$ cat src/rtl/crc32b_pkg.sv
package crc32b_pkg;

    localparam int CrcWidth  = 32;
    localparam int ByteWidth = 8;
    localparam int CfgWidth  = 32;

    localparam logic [CrcWidth-1:0] CrcPoly     = 32'hEDB8_8320;
    localparam logic [CrcWidth-1:0] StartReset  = 32'h0000_0000;
    localparam logic [CrcWidth-1:0] FinalReset  = 32'h0000_0000;

    typedef enum logic [0:0] {
        CFG_START_VALUE = 1'b0,
        CFG_FINAL_XOR   = 1'b1
    } cfg_index_t;

    typedef struct packed {
        logic load;
        logic room;
    } out_ctl_t;

    function automatic logic [CrcWidth-1:0] crc_fold_byte(
        input logic [CrcWidth-1:0]  crc,
        input logic [ByteWidth-1:0] data
    );
        logic [CrcWidth-1:0] c;
        c = crc ^ {{(CrcWidth-ByteWidth){1'b0}}, data};
        for (int k = 0; k < ByteWidth; k++)
        begin
            if (c[0])
            begin
                c = (c >> 1) ^ CrcPoly;
            end
            else
            begin
                c = c >> 1;
            end
        end
        return c;
    endfunction

endpackage

$ cat src/rtl/crc32b_fold.sv
module crc32b_fold
    import crc32b_pkg::*;
(
    input  logic [CrcWidth-1:0]  running_crc,
    input  logic [CrcWidth-1:0]  start_value,
    input  logic [ByteWidth-1:0] data_byte,
    input  logic                 first_byte,
    output logic [CrcWidth-1:0]  crc_next
);

    logic [CrcWidth-1:0] base;

    always_comb
    begin
        base     = first_byte ? start_value : running_crc;
        crc_next = crc_fold_byte(base, data_byte);
    end

endmodule

$ cat src/rtl/crc32b_out.sv
module crc32b_out
    import crc32b_pkg::*;
(
    input  logic                clk,
    input  logic                rst_n,
    input  out_ctl_t            ctl,
    input  logic [CrcWidth-1:0] crc_in,
    input  logic [CrcWidth-1:0] final_xor,
    output logic                room,
    output logic                out_valid,
    input  logic                out_stall,
    output logic [CrcWidth-1:0] crc_value
);

    logic                out_valid_reg;
    logic                out_valid_next;
    logic [CrcWidth-1:0] crc_value_reg;
    logic [CrcWidth-1:0] crc_value_next;

    assign room = !out_valid_reg || !out_stall;

    always_comb
    begin
        out_valid_next = out_valid_reg;
        crc_value_next = crc_value_reg;
        if (ctl.load && ctl.room)
        begin
            out_valid_next = 1'b1;
            crc_value_next = crc_in ^ final_xor;
        end
        else if (!out_stall)
        begin
            out_valid_next = 1'b0;
        end
    end

    always_ff @(posedge clk or negedge rst_n)
    begin
        if (!rst_n)
        begin
            out_valid_reg <= 1'b0;
        end
        else
        begin
            out_valid_reg <= out_valid_next;
        end
    end

    always_ff @(posedge clk)
    begin
        crc_value_reg <= crc_value_next;
    end

    assign out_valid = out_valid_reg;
    assign crc_value = crc_value_reg;

endmodule

$ cat src/rtl/crc32_byte_stream_core.sv
// Byte-serial reflected CRC-32 (polynomial 0xEDB88320). Each beat on the input
// carries one byte with first/last flags; a first byte restarts from
// start_value, and a last byte yields one output beat holding the CRC XORed
// with final_xor. Other bytes produce no output. From input beat to output
// beat a byte passes one input register, then the unrolled eight-bit update
// into the running CRC register and the output register. One byte is taken
// every cycle as long as the output side keeps up; a stalled output only
// holds back a last byte behind it. Write start_value and final_xor through
// the cfg port while no message is in flight; both reset to zero.
module crc32_byte_stream_core
    import crc32b_pkg::*;
(
    input  logic                 clk,
    input  logic                 rst_n,
    input  logic                 in_valid,
    output logic                 in_stall,
    input  logic [ByteWidth-1:0] data_byte,
    input  logic                 first_byte,
    input  logic                 last_byte,
    output logic                 out_valid,
    input  logic                 out_stall,
    output logic [CrcWidth-1:0]  crc_value,
    input  logic                 cfg_we,
    input  cfg_index_t           cfg_index,
    input  logic [CfgWidth-1:0]  cfg_data
);

    logic [CrcWidth-1:0]  start_value_reg;
    logic [CrcWidth-1:0]  final_xor_reg;
    logic [CrcWidth-1:0]  crc_reg;
    logic [CrcWidth-1:0]  crc_next;

    logic                 s1_valid_reg;
    logic                 s1_valid_next;
    logic [ByteWidth-1:0] s1_data_reg;
    logic                 s1_first_reg;
    logic                 s1_last_reg;

    logic                 s1_go;
    logic                 out_room;
    logic                 in_take;
    out_ctl_t             out_ctl;

    assign s1_go    = s1_valid_reg && (!s1_last_reg || out_room);
    assign in_stall = s1_valid_reg && !s1_go;
    assign in_take  = in_valid && !in_stall;

    assign out_ctl.load = s1_valid_reg && s1_last_reg;
    assign out_ctl.room = out_room;

    always_ff @(posedge clk or negedge rst_n)
    begin
        if (!rst_n)
        begin
            start_value_reg <= StartReset;
            final_xor_reg   <= FinalReset;
        end
        else if (cfg_we)
        begin
            unique case (cfg_index)
                CFG_START_VALUE: start_value_reg <= cfg_data;
                CFG_FINAL_XOR:   final_xor_reg   <= cfg_data;
                default:         ;
            endcase
        end
    end

    always_comb
    begin
        s1_valid_next = s1_valid_reg;
        if (in_take)
        begin
            s1_valid_next = 1'b1;
        end
        else if (s1_go)
        begin
            s1_valid_next = 1'b0;
        end
    end

    always_ff @(posedge clk or negedge rst_n)
    begin
        if (!rst_n)
        begin
            s1_valid_reg <= 1'b0;
            crc_reg      <= '0;
        end
        else
        begin
            s1_valid_reg <= s1_valid_next;
            if (s1_go)
            begin
                crc_reg <= crc_next;
            end
        end
    end

    // hold the beat until it moves on
    always_ff @(posedge clk)
    begin
        if (in_take)
        begin
            s1_data_reg  <= data_byte;
            s1_first_reg <= first_byte;
            s1_last_reg  <= last_byte;
        end
    end

    crc32b_fold u_fold (
        .running_crc (crc_reg),
        .start_value (start_value_reg),
        .data_byte   (s1_data_reg),
        .first_byte  (s1_first_reg),
        .crc_next    (crc_next)
    );

    crc32b_out u_out (
        .clk       (clk),
        .rst_n     (rst_n),
        .ctl       (out_ctl),
        .crc_in    (crc_next),
        .final_xor (final_xor_reg),
        .room      (out_room),
        .out_valid (out_valid),
        .out_stall (out_stall),
        .crc_value (crc_value)
    );

    a_rise_from_last: assert property (@(posedge clk) disable iff (!rst_n)
        $rose(out_valid) |-> $past(s1_go && s1_last_reg))
        else $error("output beat without a last byte");

    a_drain: assert property (@(posedge clk) disable iff (!rst_n)
        out_valid && !out_stall && !(s1_go && s1_last_reg) |=> !out_valid)
        else $error("output beat repeated");

    a_take_fills: assert property (@(posedge clk) disable iff (!rst_n)
        in_take |=> s1_valid_reg)
        else $error("accepted beat lost");

endmodule
$ cat config.mk
export PLATFORM = sky130hd
export DESIGN_NAME = crc32_byte_stream_core
export DESIGN_NICKNAME = d
export VERILOG_FILES = /design/src/rtl/crc32b_pkg.sv /design/src/rtl/crc32b_fold.sv /design/src/rtl/crc32b_out.sv /design/src/rtl/crc32_byte_stream_core.sv
export SDC_FILE = /design/constraint.sdc
export NUM_CORES = 1
export LEC_CHECK = 0
export CAP_MARGIN = 40
export CORE_MARGIN = 5
export CORE_UTILIZATION = 60
export CTS_CLUSTER_SIZE = 16
export DETAILED_ROUTE_END_ITERATION = 6
export DONT_BUFFER_PORTS = 1
export GPL_ROUTABILITY_DRIVEN = 0
export HOLD_SLACK_MARGIN = 0.15
export PLACE_DENSITY = 0.76
export SYNTH_ARGS = -nofsm -noshare
export SYNTH_HDL_FRONTEND = slang
export SYNTH_SLANG_ARGS = --single-unit
$ cat constraint.sdc
create_clock -name clk -period 3 [get_ports clk]
set_input_delay 0.45 -clock clk [delete_from_list [all_inputs] [get_ports clk]]
set_output_delay 0.45 -clock clk [all_outputs]
set_load 0.005 [all_outputs]
==> out/metrics.cfg, run 1 <==
[logic_synthesis]
yosys_warnings = 0
ys_seq_area_frac = 0.568
synthesis.nets = 482
syn_area_per_cell_um2 = 15.1
synth_cells = 434
synth-seq-cells = 140
netlist_area_um2 = 6530
ys_types = 27

[floorplan]
die_x_um = 114
dieArea_um2 = 13100
fp-row-count = 38
io_pins = 82
coreArea_um2 = 10700
start_util = 0.608
die-height_um = 114

[clock_network]
cts_tree = built
clk_latency_ns = 0.53
cts_hold_buf = 47
cts-root-buf = clkbuf_8
cts_max_path_buffers = 2
post_cts_buffers = 0
ctsResizeCount = 0
cts_buffers = 17
clk_pin_slew_worst_paths_ns = 0.06
htreeDepth = 4
cts_sinks = 140

[worst_hold_path]
hold_end = s1_data_reg[3]
whs_path_depth = 1
hp-class = in2reg
hp-start = in_valid

[pwr]
p_switching_mw = 2.98
p_int_mw = 5.73
p_comb_frac = 0.423
ir_drop_mv = 0.657
swShare = 0.342
power_frac_clock = 0.218
powerDensity_nw_per_um2 = 1130
p_seq_frac = 0.358
leakage_nw = 3.10

[timing]
whs_ns = 0.427
tightest_slew_ns = 0.537
setup_viol_count_final = 0
finalCriticalPeriod_ns = 2.83
slew_violations = 0
rsz0062_at_grt = false
final.setup.tns_ns = 0
fmax_ghz = 0.353
slew_headroom = 0.642
hold_viol = 0
finClkSkew_ns = 0.0105
layout_worst_path_cycle_share = 0.943

[critical_path]
cp_data_required_time_ns = 3.26
crit_slowest_cell = edfxtp_1
cp.arrival_ns = 3.09
rrSetupSlack_ns = 0.17
cp-end-kind = flip-flop
reg2reg_from = s1_first_reg
crit_chain = buf_4, mux2i_1, xnor2_4, xor2_2, xnor2_2, xor2_1, xor2_1
crit_path_frequent_cell = xor2_1
start_kind = flip-flop
max_stage_delay_ns = 0.57
ff2ff_path_depth = 7
critPathMaxFanout = 13
r2r-end = u_out.crc_value[18]
crit_type = reg2reg

[route]
first_pass_iters = 4
finalWirelength_um = 12900
drtIter0Drc = 185
vias_per_cell = 5.31
drc = 0
detail-route-antenna-nets = 0
wire_per_inst_um = 20.1
vias = 3421

[layout]
syn_to_final_growth_pct = 18.1
final_nets = 540
diodes = 0
layout-drive-gt1-share = 0.264

[grt]
grt_pass1_wl_um = 20800
grt_overflow = 0
grt_pass1_vias = 3887
grt_max_degree = 99
antenna_found_initial = 0
track_usage = 0.214

[run_status]
status = finished clean

[place]
port_buffers = 0
hpwl_um = 8420

[flow_run]
cap_violations = 0

## per-layer routing
metal  vias up  part of all wire  GRT usage
li1       1617                 -          -
met1      1717              0.43      0.270
met2        74              0.51      0.355
met3        13             0.042     0.0613
met4         0             0.013     0.0792
met5         -                 0          0
## how the worst max path moves through the flow
stage	startpoint	end	cells past startpoint
global placement	s1_first_reg	u_out.crc_value[18]	7
CTS	s1_first_reg	u_out.crc_value[18]	7
finish	s1_first_reg	u_out.crc_value[18]	7
floorplan	out_stall	u_out.crc_value[0]	1
detailed placement	s1_first_reg	u_out.crc_value[18]	7
global route	s1_first_reg	u_out.crc_value[18]	7
## placed cells by master, fill, tap and decap left out, types with 16 or more instances in the layout
master	Yosys	final
dfrtp_1	98	98
mux2_2	74	74
xnor2_1	65	65
dlygate4sd3_1	0	46
edfxtp_1	42	42
mux2i_1	29	29
nand2_1	28	28
xor2_1	27	27
o21ai_0	20	20
clkbuf_16	0	16
## per-stage QoR
step / total power [mW] / utilization / cells / area [um^2] / worst slack (ns)
5_1_grt: 9.23 / 0.718 / 644 / 7710 / 0.0152
6_report: 8.71 / 0.718 / 644 / 7710 / 0.171
4_1_cts: 8.82 / 0.718 / 644 / 7710 / 0.157
3_3_place_gp: 6.66 / 0.623 / 566 / 6700 / 0.231
2_1_floorplan: 5.97 / - / 434 / 6530 / 0.513
3_5_place_dp: 6.78 / 0.623 / 566 / 6700 / 0.148
## logic make-up (layout without fill, tap and decap cells)
logic type             after synthesis  count (layout)  share of synthesized area
XOR/XNOR                           115             115                      0.202
buffers and inverters               17              87                     0.0138
AND/OR/NAND/NOR                     33              33                     0.0207
flip-flops                         140             140                      0.568
multiplexers                       105             105                      0.176
AO/OA/AOI/OAI                       24              24                     0.0184
## cell type report
| type | instances | area (um^2) |
|---|---|---|
| Sequential cell | 140 | 3710 |
| Clock inverter | 10 | 101 |
| Tap cell | 140 | 175 |
| Multi-Input combinational cell | 277 | 2740 |
| Inverter | 1 | 3.75 |
| Clock buffer | 21 | 429 |
| Fill cell | 712 | 3030 |
| Timing Repair Buffer | 55 | 548 |
## power groups by stage
| stage | registers [mW] | clock network, mW | logic, mW |
|---|---|---|---|
| 2_1_floorplan | 3.04 | 0 | 2.93 |
| 3_3_place_gp | 3.13 | 0 | 3.53 |
| 3_5_place_dp | 3.15 | 0 | 3.63 |
| 4_1_cts | 3.13 | 1.95 | 3.74 |
| 5_1_grt | 3.19 | 2.03 | 4.02 |
| 6_report | 3.12 | 1.90 | 3.69 |
## Yosys cell counts
| master | n | area (um^2) |
|---|---|---|
| a21oi_1 | 1 | 5.00 |
| xnor2_4 | 8 | 220 |
| nand4_1 | 1 | 6.26 |
| xor2_2 | 6 | 97.6 |
| mux2i_2 | 2 | 27.5 |
| nand2b_1 | 1 | 6.26 |
| o21ai_0 | 20 | 100 |
| mux2_2 | 74 | 833 |
| inv_1 | 1 | 3.75 |
| buf_6 | 1 | 11.3 |
| xnor3_1 | 3 | 67.6 |
| xor2_4 | 3 | 82.6 |
| and2_1 | 1 | 6.26 |
| dfrtp_1 | 98 | 2450 |
| edfxtp_1 | 42 | 1260 |
| mux2i_1 | 29 | 290 |
| clkbuf_1 | 6 | 22.5 |
| buf_2 | 2 | 10.0 |
| nor2b_1 | 1 | 6.26 |
| xnor2_1 | 65 | 569 |
| nand2_1 | 28 | 105 |
| xnor2_2 | 3 | 48.8 |
| o21ai_1 | 3 | 15.0 |
| nand3_1 | 1 | 5.00 |
| xor2_1 | 27 | 236 |
| buf_12 | 1 | 20.0 |
| buf_1 | 6 | 22.5 |
## critical path, delay by kind of cell (launching register included)
family    cells  cell delay, ns
xor+xnor      5            1.24
flops         1            0.57
buf+inv       1            0.33
mux           1            0.42
Note: power is estimated with default switching activity, not from simulation.
==> inputs of run 2 (changes only) <==
--- a/config.mk
+++ b/config.mk
@@ -5,15 +5,17 @@
 export SDC_FILE = /design/constraint.sdc
 export NUM_CORES = 1
 export LEC_CHECK = 0
-export CAP_MARGIN = 40
-export CORE_MARGIN = 5
-export CORE_UTILIZATION = 60
+export CAP_MARGIN = 20
+export CELL_PAD_IN_SITES_DETAIL_PLACEMENT = 0
+export CELL_PAD_IN_SITES_GLOBAL_PLACEMENT = 1
+export CORE_MARGIN = 3
+export CORE_UTILIZATION = 53
 export CTS_CLUSTER_SIZE = 16
 export DETAILED_ROUTE_END_ITERATION = 6
 export DONT_BUFFER_PORTS = 1
 export GPL_ROUTABILITY_DRIVEN = 0
 export HOLD_SLACK_MARGIN = 0.15
-export PLACE_DENSITY = 0.76
+export PLACE_DENSITY_LB_ADDON = 0.1
 export SYNTH_ARGS = -nofsm -noshare
 export SYNTH_HDL_FRONTEND = slang
 export SYNTH_SLANG_ARGS = --single-unit
==> out/metrics.cfg, run 2 (synthesis results as in run 1) <==
[run_status]
status = finished clean

[critical_path]
critPathMaxFanout = 33
r2r-end = u_out.crc_value[19]
crit_chain = buf_12, mux2i_1, xnor2_4, xor2_4, xnor3_1, xnor2_2, xor2_1
max_stage_delay_ns = 0.45
ff2ff_path_depth = 7
crit_type = reg2reg
cp.arrival_ns = 2.84
path_buf_inv = 1
cp-end-kind = flip-flop
start_kind = flip-flop
reg2reg_from = s1_first_reg
cp_data_required_time_ns = 3.17
rrSetupSlack_ns = 0.33
cpLargestDelayFamily = XOR/XNOR gates
crit_slowest_cell = xnor3_1

[timing]
hold_viol = 0
whs_ns = 0.174
final.setup.tns_ns = 0
slew_headroom = 0.636
tightest_slew_ns = 0.547
slew_violations = 0
setup_viol_count_final = 0
rsz0062_at_grt = false
finClkSkew_ns = 0.00787
finalCriticalPeriod_ns = 2.67
layout_worst_path_cycle_share = 0.891
fmax_ghz = 0.374

[place]
dpl_cell_area_um2 = 6710
port_buffers = 0
hpwl_um = 8290

[worst_hold_path]
whs_path_depth = 1
hp-class = in2reg
hold_end = final_xor_reg[3]
hp-start = cfg_data[3]

[floorplan]
dieArea_um2 = 13700
die-height_um = 117
io_pins = 82
start_util = 0.558
fp-row-count = 39
coreArea_um2 = 11700
die_x_um = 117

[pwr]
leakage_nw = 2.96
powerDensity_nw_per_um2 = 1170
ir_drop_mv = 0.549

[layout]
layout-drive-gt1-share = 0.282
design_area_um2 = 7430
fillCellCount = 899
final_common_cell = dfrtp_1
diodes = 0
syn_to_final_growth_pct = 13.7
layout_common_cells = dfrtp_1 (98), mux2_2 (74), xnor2_1 (65)
final_nets = 507

[route]
vias = 3279
vias_per_cell = 5.33
drtIter0Drc = 184
detail-route-antenna-nets = 0
wire_per_inst_um = 20.6
drc = 0
finalWirelength_um = 12700
first_pass_iters = 4

[clock_network]
clk_pin_slew_worst_paths_ns = 0.06
cts_buffers = 17
htreeDepth = 4
cts-root-buf = clkbuf_16
clk_latency_ns = 0.42
cts_sinks = 140
cts_tree = built
cts_max_path_buffers = 2

[grt]
grt_overflow = 0
grt_pass1_vias = 3672
track_usage = 0.205
antenna_found_initial = 0
grt_pass1_wl_um = 20200
grt_max_degree = 99

[flow_run]
cap_violations = 0

run 2: changes by cell type in the layout (fill, tap and decap cells not counted):
cell           before  now
dlygate4sd3_1      46   13
clkinv_2            6    1
clkinvlp_4          1    5
clkinv_1            1    4
clkbuf_1            4    2
buf_12              0    1
buf_4               8    7
clkbuf_16          16   17
clkbuf_8            1    0
clkinv_4            0    1
run 2: per-layer routing:
metal  up-vias  GRT usage  part of all wire
li1       1536          -                 -
met2        74      0.331              0.51
met4         0     0.0711             0.011
met5         -          0                 0
met3         9     0.0679             0.046
met1      1660      0.262              0.44
run 2: area by class of cell:
class                      count  area, um^2  share of cell area
sequential                   140        3710               0.500
clock buffer                  19         433              0.0583
inverter                       1        3.75            0.000505
timing repair buffer          22         230              0.0310
tap                          143         179              0.0241
clock inverter                13         126              0.0170
multi-input combinational    277        2740               0.369
run 2: repair_timing:
action	in CTS	in global routing
endpoints found under the setup margin	0	0
hold buffers	14	0
setup buffers	0	0
hold endpoints to repair	110	0
resized for setup	0	0
run 2: how the worst max path moves through the flow:
stage	start	end	slack (ns)	cells after the start
after floorplan	out_stall	u_out.crc_value[0]	0.51	1
after global placement	s1_first_reg	u_out.crc_value[19]	0.36	7
after detailed placement	s1_first_reg	u_out.crc_value[19]	0.30	7
after CTS	s1_first_reg	u_out.crc_value[19]	0.29	7
after global routing	s1_first_reg	u_out.crc_value[19]	0.18	7
final	s1_first_reg	u_out.crc_value[19]	0.33	7
run 2: report_power, final:
| part | internal [mW] | switching, mW |
|---|---|---|
| clock | 1.21 | 0.777 |
| sequential | 2.79 | 0.316 |
| combinational | 1.75 | 1.86 |
| total | 5.75 | 2.96 |
run 2: metrics by stage:
step	std cells	power (mW)	utilization	worst slack, ns
after global placement	569	6.70	0.573	0.361
after floorplan	434	5.97	-	0.513
final	615	8.71	0.634	0.327
after global routing	615	9.24	0.634	0.184
after CTS	615	8.83	0.634	0.286
after detailed placement	569	6.76	0.573	0.302
==> inputs of run 3 (changes only) <==
--- a/config.mk
+++ b/config.mk
@@ -9,7 +9,8 @@
 export CELL_PAD_IN_SITES_DETAIL_PLACEMENT = 0
 export CELL_PAD_IN_SITES_GLOBAL_PLACEMENT = 1
 export CORE_MARGIN = 3
-export CORE_UTILIZATION = 53
+export CORE_UTILIZATION = 55
+export CTS_BUF_LIST = sky130_fd_sc_hd__clkbuf_2 sky130_fd_sc_hd__clkbuf_4 sky130_fd_sc_hd__clkbuf_8
 export CTS_CLUSTER_SIZE = 16
 export DETAILED_ROUTE_END_ITERATION = 6
 export DONT_BUFFER_PORTS = 1
@@ -18,4 +19,5 @@
 export PLACE_DENSITY_LB_ADDON = 0.1
 export SYNTH_ARGS = -nofsm -noshare
 export SYNTH_HDL_FRONTEND = slang
+export SYNTH_HIERARCHICAL = 1
 export SYNTH_SLANG_ARGS = --single-unit
==> out/metrics.cfg, run 3 <==
[clock_network]
cts_max_path_buffers = 2
htreeDepth = 4
post_cts_buffers = 0
cts-root-buf = clkbuf_8
cts_buffers = 17
cts_tree = built
clk_pin_slew_worst_paths_ns = 0.07
clk_latency_ns = 0.44
cts_sinks = 140

[logic_synthesis]
synth.most_common_cell = dfrtp_1
synth_cells = 398
synth_top_family_by_area = multiplexers
yosysTopAreaCell = dfrtp_1
synthTopCellsByArea = dfrtp_1 (38%), edfxtp_1 (19%), mux2_2 (15%)
synth_flop_cell = dfrtp_1
synth-xor-area-share = 0.170
synthMuxAreaShare = 0.222
ys_seq_area_frac = 0.574
syn_area_per_cell_um2 = 16.3
synthArstFlopShare = 0.700
netlist_area_um2 = 6470
synth_compound_area_frac = 0.00387
yosys.area_share.simple = 0.00696
ys_types = 26
synth_edf_count = 42
yosys_warnings = 6
synth-seq-cells = 140
synthesis.nets = 446
ys_top_cells_by_count = dfrtp_1 (98), mux2_2 (87), xor2_1 (48), edfxtp_1 (42), xnor2_1 (40)
synth_adder_area_share = 0
synth_top_area_frac = 0.379

[layout]
layout-drive-gt1-share = 0.323
final_common_cell = dfrtp_1
seq_area_um2 = 3710
diodes = 0
multi_input_area_um2 = 2610
syn_to_final_growth_pct = 15.6
final_nets = 506
layout_common_cells = dfrtp_1 (98), mux2_2 (87), xor2_1 (48)
fillCellCount = 808

[place]
hpwl_um = 8040
port_buffers = 0

[critical_path]
crit_chain = buf_4, buf_4, mux2i_1, xnor2_2, xor2_2, xor2_1, xnor2_1, xor2_1
max_stage_delay_ns = 0.50
cp-end-kind = flip-flop
cp.arrival_ns = 2.97
critPathMaxFanout = 10
crit_type = reg2reg
crit_slowest_cell = edfxtp_1
cp_data_required_time_ns = 3.18
start_kind = flip-flop

[grt]
antenna_found_initial = 0
met2_usage = 0.309
grt_pass1_wl_um = 19700
grt-busiest-layer = met2
grt_use_met3 = 0.0597
use_met1 = 0.280
grt_overflow = 0
grt_max_degree = 99
track_usage = 0.204
grt_pass1_vias = 3561

[flow_run]
cap_violations = 0

[timing]
final.setup.tns_ns = 0
finalCriticalPeriod_ns = 2.79
rsz0062_at_grt = false
finClkSkew_ns = 0.00939
layout_worst_path_cycle_share = 0.931
slew_headroom = 0.594
slew_violations = 0
whs_ns = 0.329
hold_viol = 0
fmax_ghz = 0.358
setup_viol_count_final = 0
tightest_slew_ns = 0.606

[run_status]
status = finished clean

[route]
detail-route-antenna-nets = 0
vias_per_cell = 5.30
drc = 0
first_pass_iters = 4
drtIter0Drc = 189
finalWirelength_um = 12100
vias = 3230
wire_per_inst_um = 19.9

[floorplan]
coreArea_um2 = 11200
io_pins = 82
start_util = 0.579
die-height_um = 114
dieArea_um2 = 13100
fp-row-count = 38
die_x_um = 114

[pwr]
powerDensity_nw_per_um2 = 1100
ir_drop_mv = 0.945
leakage_nw = 3.07
p_total_mw = 8.20

[worst_hold_path]
hp-class = in2reg

run 3: cell count changes after synthesis, sizes merged, moves of 2 or more:
cell	change
xor2	+18
xnor2	-28
o21ai	-22
mux2	+22
buf	+4
and2	+2
nand2	-26
clkbuf	-6
run 3: routing by layer:
layer / vias to the layer above / share of wire / routed length, um
li1: 1500 / - / -
met1: 1644 / 0.48 / 5770
met2: 75 / 0.47 / 5700
met3: 11 / 0.042 / 509
met4: 0 / 0.014 / 166
met5: - / 0 / 0
run 3: cell type report:
cell class,count,area share
Tap cell,140,0.0234
Clock inverter,9,0.0196
Clock buffer,22,0.0371
Timing Repair Buffer,55,0.0729
Sequential cell,140,0.497
Multi-Input combinational cell,242,0.349
Inverter,2,0.00100
run 3: critical path, delay by kind of cell, from the launching register on:
kind / cells / cell delay [ns]
xor gates and xnor gates: 5 / 1.43
DFF: 1 / 0.50
buffers and inverters: 2 / 0.43
muxes: 1 / 0.16
run 3: kinds of logic (layout without fill, tap and decap cells):
| family | after synthesis | after routing |
|---|---|---|
| buffers and inverters | 16 | 88 |
| AO/OA/AOI/OAI | 2 | 2 |
| XOR/XNOR | 104 | 104 |
| AND/OR/NAND/NOR | 8 | 8 |
| multiplexers | 128 | 128 |
| flip-flops | 140 | 140 |
run 3: final timing paths:
path                            slack (ns)    startpoint                  to  depth (start not counted)
worst max-delay path                  0.21  s1_first_reg  u_out/crc_value[4]                          8
worst min-delay path                  0.33     out_stall     u_out/out_valid                          2
worst max register to register        0.21  s1_first_reg  u_out/crc_value[4]                          8
max in group asynchronous             2.04         rst_n    final_xor_reg[3]                          2
min in group asynchronous             0.60         rst_n   final_xor_reg[31]                          2
worst min register to register        0.50    crc_reg[5]          crc_reg[5]                          1
run 3: report_power, final:
part	leakage [nW]	internal (mW)	switching, mW
Sequential	1.55	2.81	0.302
Clock	0.218	0.953	0.674
Combinational	1.31	1.69	1.77
Total	3.07	5.46	2.75
run 3: what timing repair did:
action                    in CTS  in global routing
hold endpoints to repair     174                  0
resized for setup              0                  0
hold buffers                  46                  0
run 3: per-stage QoR:
stage,worst slack (ns),util,std cells,cell area (um^2)
2_1_floorplan,0.623,-,398,6470
3_3_place_gp,0.305,0.589,533,6580
3_5_place_dp,0.214,0.589,533,6580
4_1_cts,0.213,0.669,610,7480
5_1_grt,0.0912,0.669,610,7480
6_report,0.206,0.669,610,7480
